==> src/rtl/llq_pkg.sv <==
// shared constants and types for the linked-list queue with free list
package llq_pkg;

    localparam int DATA_W   = 32;
    localparam int STATUS_W = 2;

    typedef logic [STATUS_W-1:0] t_status;

    localparam t_status ST_DONE  = 2'd0;
    localparam t_status ST_FULL  = 2'd1;
    localparam t_status ST_EMPTY = 2'd2;

    localparam logic KIND_ENQ = 1'b0;
    localparam logic KIND_DEQ = 1'b1;

endpackage

==> src/rtl/llq_ram.sv <==
// generic single-write, single-read memory with registered read data
module llq_ram #(
    parameter int WIDTH = 32,
    parameter int DEPTH = 8,
    localparam int AW = (DEPTH > 1) ? $clog2(DEPTH) : 1
) (
    input  logic             i_clk,
    input  logic             i_we,
    input  logic [AW-1:0]    i_waddr,
    input  logic [WIDTH-1:0] i_wdata,
    input  logic             i_re,
    input  logic [AW-1:0]    i_raddr,
    output logic [WIDTH-1:0] o_rdata
);

    logic [WIDTH-1:0] r_mem [DEPTH];
    logic [WIDTH-1:0] r_rdata;

    always_ff @(posedge i_clk) begin
        if (i_we) begin
            r_mem[i_waddr] <= i_wdata;
        end
        if (i_re) begin
            r_rdata <= r_mem[i_raddr];
        end
    end

    assign o_rdata = r_rdata;

endmodule

==> src/rtl/linked_list_queue_with_free_list.sv <==
// linked-list fifo with a free list threaded through the same link memory
//
//  channel  | direction | handshake           | payload
//  ---------+-----------+---------------------+---------------------------------
//  request  | in        | i_valid / o_ready   | i_kind, i_data_in
//  result   | out       | o_valid / i_ready   | o_data_out, o_status, o_now_empty
//
//  an item is done in two steps: a link/value memory read at the head or
//  free pointer, then a pointer update with write back of link and value.
//  after reset a sweep over all entries chains the link memory; o_ready is low.
//  a new item is accepted while the previous result still waits in the output
//  register; the update cycle stalls until that result is taken.
module linked_list_queue_with_free_list #(
    parameter int CAPACITY = 8
) (
    input  logic                             i_clk,
    input  logic                             i_rst_n,
    input  logic                             i_valid,
    output logic                             o_ready,
    input  logic                             i_kind,
    input  logic signed [llq_pkg::DATA_W-1:0] i_data_in,
    output logic                             o_valid,
    input  logic                             i_ready,
    output logic signed [llq_pkg::DATA_W-1:0] o_data_out,
    output logic [llq_pkg::STATUS_W-1:0]     o_status,
    output logic                             o_now_empty
);

    // pointer width holds the null code CAPACITY
    localparam int IW = $clog2(CAPACITY + 1);
    localparam int AW = (CAPACITY > 1) ? $clog2(CAPACITY) : 1;
    localparam logic [IW-1:0] NIL = IW'(CAPACITY);
    localparam logic [IW-1:0] LAST = IW'(CAPACITY - 1);

    localparam logic [1:0] S_INIT = 2'd0;
    localparam logic [1:0] S_IDLE = 2'd1;
    localparam logic [1:0] S_EXEC = 2'd2;

    logic [1:0]                 r_state, n_state;
    logic [IW-1:0]              r_init_idx;
    logic [IW-1:0]              r_head, n_head;
    logic [IW-1:0]              r_tail, n_tail;
    logic [IW-1:0]              r_free, n_free;
    logic                       r_kind;
    logic [llq_pkg::DATA_W-1:0] r_data;

    logic                       r_o_valid;
    logic [llq_pkg::DATA_W-1:0] r_data_out, n_data_out;
    llq_pkg::t_status           r_status, n_status;
    logic                       r_now_empty, n_now_empty;

    logic                       w_accept;
    logic                       w_fire;
    logic                       w_enq_ok;
    logic                       w_deq_ok;

    // link memory ports
    logic                       w_link_we;
    logic [AW-1:0]              w_link_waddr;
    logic [IW-1:0]              w_link_wdata;
    logic [AW-1:0]              w_link_raddr;
    logic [IW-1:0]              w_link_rdata;
    logic                       w_val_we;
    logic [llq_pkg::DATA_W-1:0] w_val_rdata;

    assign o_ready  = (r_state == S_IDLE);
    assign w_accept = i_valid && o_ready;
    assign w_fire   = (r_state == S_EXEC) && (!r_o_valid || i_ready);
    assign w_enq_ok = (r_kind == llq_pkg::KIND_ENQ) && (r_free != NIL);
    assign w_deq_ok = (r_kind == llq_pkg::KIND_DEQ) && (r_head != NIL);

    // dequeue follows the head link, enqueue follows the free link
    assign w_link_raddr = (i_kind == llq_pkg::KIND_DEQ) ? r_head[AW-1:0] : r_free[AW-1:0];

    always_comb begin
        w_link_we    = 1'b0;
        w_link_waddr = r_init_idx[AW-1:0];
        w_link_wdata = r_init_idx + IW'(1);
        w_val_we     = 1'b0;
        if (r_state == S_INIT) begin
            w_link_we = 1'b1;
        end else if (w_fire && w_enq_ok) begin
            w_val_we     = 1'b1;
            // append after the tail only when the queue already holds nodes
            w_link_we    = (r_head != NIL);
            w_link_waddr = r_tail[AW-1:0];
            w_link_wdata = r_free;
        end else if (w_fire && w_deq_ok) begin
            // freed node goes to the front of the free list
            w_link_we    = 1'b1;
            w_link_waddr = r_head[AW-1:0];
            w_link_wdata = r_free;
        end
    end

    llq_ram #(
        .WIDTH(IW),
        .DEPTH(CAPACITY)
    ) u_link_ram (
        .i_clk  (i_clk),
        .i_we   (w_link_we),
        .i_waddr(w_link_waddr),
        .i_wdata(w_link_wdata),
        .i_re   (w_accept),
        .i_raddr(w_link_raddr),
        .o_rdata(w_link_rdata)
    );

    llq_ram #(
        .WIDTH(llq_pkg::DATA_W),
        .DEPTH(CAPACITY)
    ) u_value_ram (
        .i_clk  (i_clk),
        .i_we   (w_val_we),
        .i_waddr(r_free[AW-1:0]),
        .i_wdata(r_data),
        .i_re   (w_accept),
        .i_raddr(r_head[AW-1:0]),
        .o_rdata(w_val_rdata)
    );

    always_comb begin
        n_head      = r_head;
        n_tail      = r_tail;
        n_free      = r_free;
        n_data_out  = '0;
        n_status    = llq_pkg::ST_DONE;
        n_now_empty = (r_head == NIL);
        if (r_kind == llq_pkg::KIND_ENQ) begin
            if (w_enq_ok) begin
                n_free = w_link_rdata;
                n_tail = r_free;
                if (r_head == NIL) begin
                    n_head = r_free;
                end
                n_now_empty = 1'b0;
            end else begin
                n_status = llq_pkg::ST_FULL;
            end
        end else begin
            if (w_deq_ok) begin
                n_data_out = w_val_rdata;
                n_free     = r_head;
                // last node leaves: its link is not kept, so compare with tail
                if (r_head == r_tail) begin
                    n_head      = NIL;
                    n_tail      = NIL;
                    n_now_empty = 1'b1;
                end else begin
                    n_head      = w_link_rdata;
                    n_now_empty = 1'b0;
                end
            end else begin
                n_status = llq_pkg::ST_EMPTY;
            end
        end
    end

    always_comb begin
        n_state = r_state;
        unique case (r_state)
            S_INIT: begin
                if (r_init_idx == LAST) begin
                    n_state = S_IDLE;
                end
            end
            S_IDLE: begin
                if (w_accept) begin
                    n_state = S_EXEC;
                end
            end
            S_EXEC: begin
                if (w_fire) begin
                    n_state = S_IDLE;
                end
            end
            default: begin
                n_state = S_INIT;
            end
        endcase
    end

    always_ff @(posedge i_clk) begin
        if (!i_rst_n) begin
            r_state    <= S_INIT;
            r_init_idx <= '0;
            r_head     <= NIL;
            r_tail     <= NIL;
            r_free     <= '0;
            r_o_valid  <= 1'b0;
        end else begin
            r_state <= n_state;
            if (r_state == S_INIT) begin
                r_init_idx <= r_init_idx + IW'(1);
            end
            if (w_fire) begin
                r_head    <= n_head;
                r_tail    <= n_tail;
                r_free    <= n_free;
                r_o_valid <= 1'b1;
            end else if (i_ready) begin
                r_o_valid <= 1'b0;
            end
        end
    end

    always_ff @(posedge i_clk) begin
        if (w_accept) begin
            r_kind <= i_kind;
            r_data <= $unsigned(i_data_in);
        end
        if (w_fire) begin
            r_data_out  <= n_data_out;
            r_status    <= n_status;
            r_now_empty <= n_now_empty;
        end
    end

    assign o_valid     = r_o_valid;
    assign o_data_out  = $signed(r_data_out);
    assign o_status    = r_status;
    assign o_now_empty = r_now_empty;

    // head and tail are null together
    a_head_tail_nil: assert property (@(posedge i_clk) disable iff (!i_rst_n)
        (r_head == NIL) == (r_tail == NIL))
        else $error("head and tail disagree on empty queue");

    // a finished update always presents a result
    a_fire_valid: assert property (@(posedge i_clk) disable iff (!i_rst_n)
        w_fire |=> o_valid)
        else $error("update without result");

    // dequeued node becomes the free-list head
    a_deq_free: assert property (@(posedge i_clk) disable iff (!i_rst_n)
        (w_fire && w_deq_ok) |=> (r_free == $past(r_head)) && (o_status == llq_pkg::ST_DONE))
        else $error("dequeued node not returned to free list");

    // enqueued node becomes the tail and the queue is not empty
    a_enq_tail: assert property (@(posedge i_clk) disable iff (!i_rst_n)
        (w_fire && w_enq_ok) |=> (r_tail == $past(r_free)) && !o_now_empty)
        else $error("enqueued node not linked at tail");

    // no accept while the link memory is being chained
    a_no_accept_init: assert property (@(posedge i_clk) disable iff (!i_rst_n)
        (r_state == S_INIT) |-> !o_ready)
        else $error("item accepted during link sweep");

endmodule
==> config.mk <==
export PLATFORM = sky130hd
export DESIGN_NAME = linked_list_queue_with_free_list
export DESIGN_NICKNAME = d
export VERILOG_FILES = /design/src/rtl/llq_pkg.sv /design/src/rtl/llq_ram.sv /design/src/rtl/linked_list_queue_with_free_list.sv
export SDC_FILE = /design/constraint.sdc
export NUM_CORES = 1
export LEC_CHECK = 0
export BUFFER_PORTS_ARGS = -buffer_cell sky130_fd_sc_hd__buf_2
export CORE_MARGIN = 4
export CORE_UTILIZATION = 51
export CTS_CLUSTER_SIZE = 30
export DETAILED_ROUTE_END_ITERATION = 12
export PLACE_DENSITY = 0.68
export SETUP_SLACK_MARGIN = 0.2
export SYNTH_ARGS = -nofsm -noshare
export SYNTH_HDL_FRONTEND = slang
export SYNTH_SLANG_ARGS = --single-unit
==> constraint.sdc <==
create_clock -name i_clk -period 9.4 [get_ports i_clk]
set_clock_uncertainty 0.15 [all_clocks]
set_input_delay 0.94 -clock i_clk [delete_from_list [all_inputs] [get_ports i_clk]]
set_output_delay 0.94 -clock i_clk [all_outputs]
set_load 0.02 [all_outputs]
==> results.sh <==
export IMPL_power_uw=3630
export IMPL_rsz0062_at_grt="no"
export IMPL_cap_violations=0
export IMPL_tightest_slew_ps=1150
export IMPL_ff2ff_path_depth=6
export IMPL_seq_area_frac_synth=0.773
export IMPL_antenna_found_initial=0
export IMPL_vdd_drop_max_uv=165
export IMPL_portBuffers=73
export IMPL_max_freq_mhz=257
export IMPL_drt_iter0_drc=589
export IMPL_slowest_stage="nor4_1"
export IMPL_clock_latency_ps=540
export IMPL_seqCellArea_um2=12200
export IMPL_finalSetupViolCount=0
export IMPL_holdPathStages=1
export IMPL_clock_sinks=411
export IMPL_path_cells="or4_1 -> ha_1 -> and2b_4 -> a2111oi_4 -> o221ai_1 -> nor4_1"
export IMPL_synth_top_flop_cell="edfxtp_1"
export IMPL_numCtsBuffers=42
export IMPL_switching_share=0.193
export IMPL_insertedDiodeCount=0
export IMPL_grt_use_total=0.171
export IMPL_internal_power_uw=2930
export IMPL_path_buf_inv=0
export IMPL_ctsResizeCount=0
export IMPL_final_nets=908
export IMPL_hold_viol_final=0
export IMPL_arrival_ps=3910
export IMPL_synth_edf_count=392
export IMPL_coreArea_um2=30500
export IMPL_synthArstFlopShare=0
export IMPL_clkTransAtPathRegs_ps=60
export IMPL_ys_ff_latch=411
export IMPL_routed_via_density=5.78
export IMPL_cts_tree="done"
export IMPL_grt_pass1_wl_um=44600
export IMPL_hp_start="u_value_ram.o_rdata[15]$_DFFE_PP_"
export IMPL_fin_crit_sh=0.415
export IMPL_synth_compound_area_frac=0.0370
export IMPL_hold_path_end="o_data_out[15]$_SDFFCE_PN0P_"
export IMPL_fp_dieH_um=184
export IMPL_regToRegSetupSlack_ps=5500
export IMPL_synthCells=778
export IMPL_cts_root_buf="clkbuf_16"
export IMPL_synth_fa_ha_area_frac=0.00318
export IMPL_cp_top_family="simple AND/OR/NAND/NOR gates"
export IMPL_dp_hpwl_um=15800
export IMPL_wl_um=28300
export IMPL_htree_levels=2
export IMPL_clkPwrFrac=0.437
export IMPL_syn_area_um2=15700
export IMPL_grt_pass1_vias=7548
export IMPL_fillCellCount=2236
export IMPL_maxSlewHeadroom=0.224
export IMPL_ant_nets=0
export IMPL_p_seq_frac=0.551
export IMPL_drc_errors=0
export IMPL_hp_class="reg2reg"
export IMPL_die_area_um2=33700
export IMPL_path_max_fanout=40
export IMPL_yosys_area_share_xor_xnor=0.00501
export IMPL_final_util=0.586
export IMPL_synthMuxAreaShare=0.124
export IMPL_outcome="finished, final reports clean"
export IMPL_syn_nets=819
export IMPL_vias=7486
export IMPL_synth_cell_types=50
export IMPL_slowest_delay_ps=840
export IMPL_p_per_area_nw_per_um2=203
export IMPL_grt_max_degree=74
export IMPL_crit_path_end_kind="flip-flop"
export IMPL_cp_data_required_time_ps=9410
export IMPL_combPwrFrac=0.012
export IMPL_row_count=64
export IMPL_synth_top_family_by_area="multiplexers"
export IMPL_io_pins=74
export IMPL_critPathKind="reg2reg"
export IMPL_power_leakage_uw=0.00565
export IMPL_grt_overflow=0
export IMPL_syn_avg_cell_area_um2=20.2
export IMPL_synth_simple_area_share=0.0452
export IMPL_initial_core_util=0.515
export IMPL_worstReg2RegEnd="u_link_ram.r_mem[4][2]$_DFFE_PP_"
export IMPL_routabilityCongestion=0.817
export IMPL_period_needed_ps=3900
export IMPL_cts_setup_buffers=0
export IMPL_ys_warn_count=0
export IMPL_fp_dieW_um=184
export IMPL_fin_setup_tns_ps=0
export IMPL_cts_hold_buf=0
export IMPL_r2r_start="r_head[0]$_SDFFE_PN0P_"
export IMPL_area_growth_pct=13.8
export IMPL_p_sw_uw=701
export IMPL_start_kind="flip-flop"
export IMPL_routedWlPerCell_um=21.8
export IMPL_drive_gt1_frac=0.297
export IMPL_slew_violations=0
export IMPL_clockBufferDepth=3
export IMPL_multi_input_area_um2=3430
export IMPL_first_pass_iters=5
[worst max path at each step]
| stage | from | endpoint | slack [ps] | cells after the start |
|---|---|---|---|---|
| after global placement | i_ready | u_value_ram.r_mem[3][14]$_DFFE_PP_ | 5280 | 6 |
| after detailed placement | i_ready | u_value_ram.r_mem[3][20]$_DFFE_PP_ | 5190 | 6 |
| final | r_head[0]$_SDFFE_PN0P_ | u_link_ram.r_mem[4][2]$_DFFE_PP_ | 5500 | 6 |
| after CTS | r_head[0]$_SDFFE_PN0P_ | u_link_ram.r_mem[4][2]$_DFFE_PP_ | 5460 | 6 |
| after global routing | r_head[0]$_SDFFE_PN0P_ | u_link_ram.r_mem[4][1]$_DFFE_PP_ | 5180 | 6 |
| after floorplan | i_ready | u_value_ram.r_mem[1][0]$_DFFE_PP_ | 4320 | 5 |
[worst register-to-register path, delay by kind of cell, from the launching register on]
kind / cells / cell delay (ps)
AND/OR/NAND/NOR: 3 / 1340
AO/OA/AOI/OAI: 2 / 980
flip-flops: 1 / 800
adder cells (fa/ha/maj): 1 / 250
[power by group through the flow]
stage               combinational (uW)  sequential, uW  clock (uW)
floorplan                         25.9            2040           0
global placement                  41.3            2040           0
detailed placement                42.2            2040           0
CTS                               43.0            2000        1620
global route                      47.6            2000        1720
finish                            42.8            2000        1580
[layer usage]
layer  GRT usage  part of all wire  up-vias  wire length, um
met1       0.250              0.44     3881            12400
met3      0.0326             0.053       47             1490
met5           0                 0        -                0
met2       0.273              0.49      209            13800
met4      0.0384             0.018        0              511
li1            -                 -     3349                -
[cells in the mapped netlist, types with 8 or more instances]
| master | number | share of area |
|---|---|---|
| nand2_1 | 23 | 0.0055 |
| buf_2 | 10 | 0.0032 |
| dfxtp_1 | 19 | 0.024 |
| nor4_1 | 8 | 0.0032 |
| nand2b_1 | 9 | 0.0036 |
| nor2b_1 | 16 | 0.0064 |
| clkbuf_1 | 25 | 0.0060 |
| mux2_2 | 33 | 0.024 |
| a21oi_1 | 16 | 0.0051 |
| and2_1 | 34 | 0.014 |
| edfxtp_1 | 392 | 0.75 |
| nor3_1 | 8 | 0.0025 |
| nor2_1 | 15 | 0.0036 |
| o21ai_0 | 18 | 0.0057 |
| mux4_2 | 68 | 0.097 |
[per-stage QoR]
stage,hold WS (ps),worst slack [ps],cell area (um2),cells
final,370,5500,17900,1296
after CTS,374,5460,17900,1296
after global routing,385,5180,17900,1296
after floorplan,317,4320,15700,778
after global placement,352,5280,16600,1219
after detailed placement,357,5190,16600,1219
[sequential cells by signal, indices dropped and copies added (netlist names)]
| register | cells |
|---|---|
| o_data_out | 32 |
| o_now_empty | 1 |
| o_status | 2 |
| o_valid | 1 |
| r_data | 32 |
| r_free | 4 |
| r_head | 4 |
| r_init_idx | 4 |
| r_kind | 1 |
| r_state | 2 |
| r_tail | 4 |
| u_link_ram.o_rdata | 4 |
| u_link_ram.r_mem | 32 |
| u_value_ram.o_rdata | 32 |
| u_value_ram.r_mem | 256 |
[layout make-up]
type / count / share of cell area
inverter: 6 / 0.00126
clock inverter: 27 / 0.0139
timing repair buffer: 83 / 0.0246
clock buffer: 50 / 0.0605
tap: 396 / 0.0277
sequential: 411 / 0.680
multi-input combinational: 323 / 0.192
[kinds of logic (layout without fill, tap and decap cells)]
| kind of cell | Yosys count | in the layout |
|---|---|---|
| buffers and inverters | 44 | 166 |
| and+or+nand+nor | 126 | 126 |
| muxes | 106 | 106 |
| adders and majority gates | 4 | 4 |
| AOI/OAI and AO/OA | 78 | 78 |
| DFF | 411 | 411 |
| xor gates and xnor gates | 9 | 9 |
[cells in the final DEF, fill, tap and decap left out, types with 11 or more instances in the layout]
master	netlist	final
edfxtp_1	392	392
buf_2	10	73
mux4_2	68	68
clkbuf_16	0	42
mux2_2	33	33
and2_1	34	33
nand2_1	23	23
o21ai_0	18	18
nor2b_1	16	16
a21oi_1	16	16
dfxtp_1	19	16
clkinv_1	0	11
No activity file was read; power rests on OpenSTA's default activity.
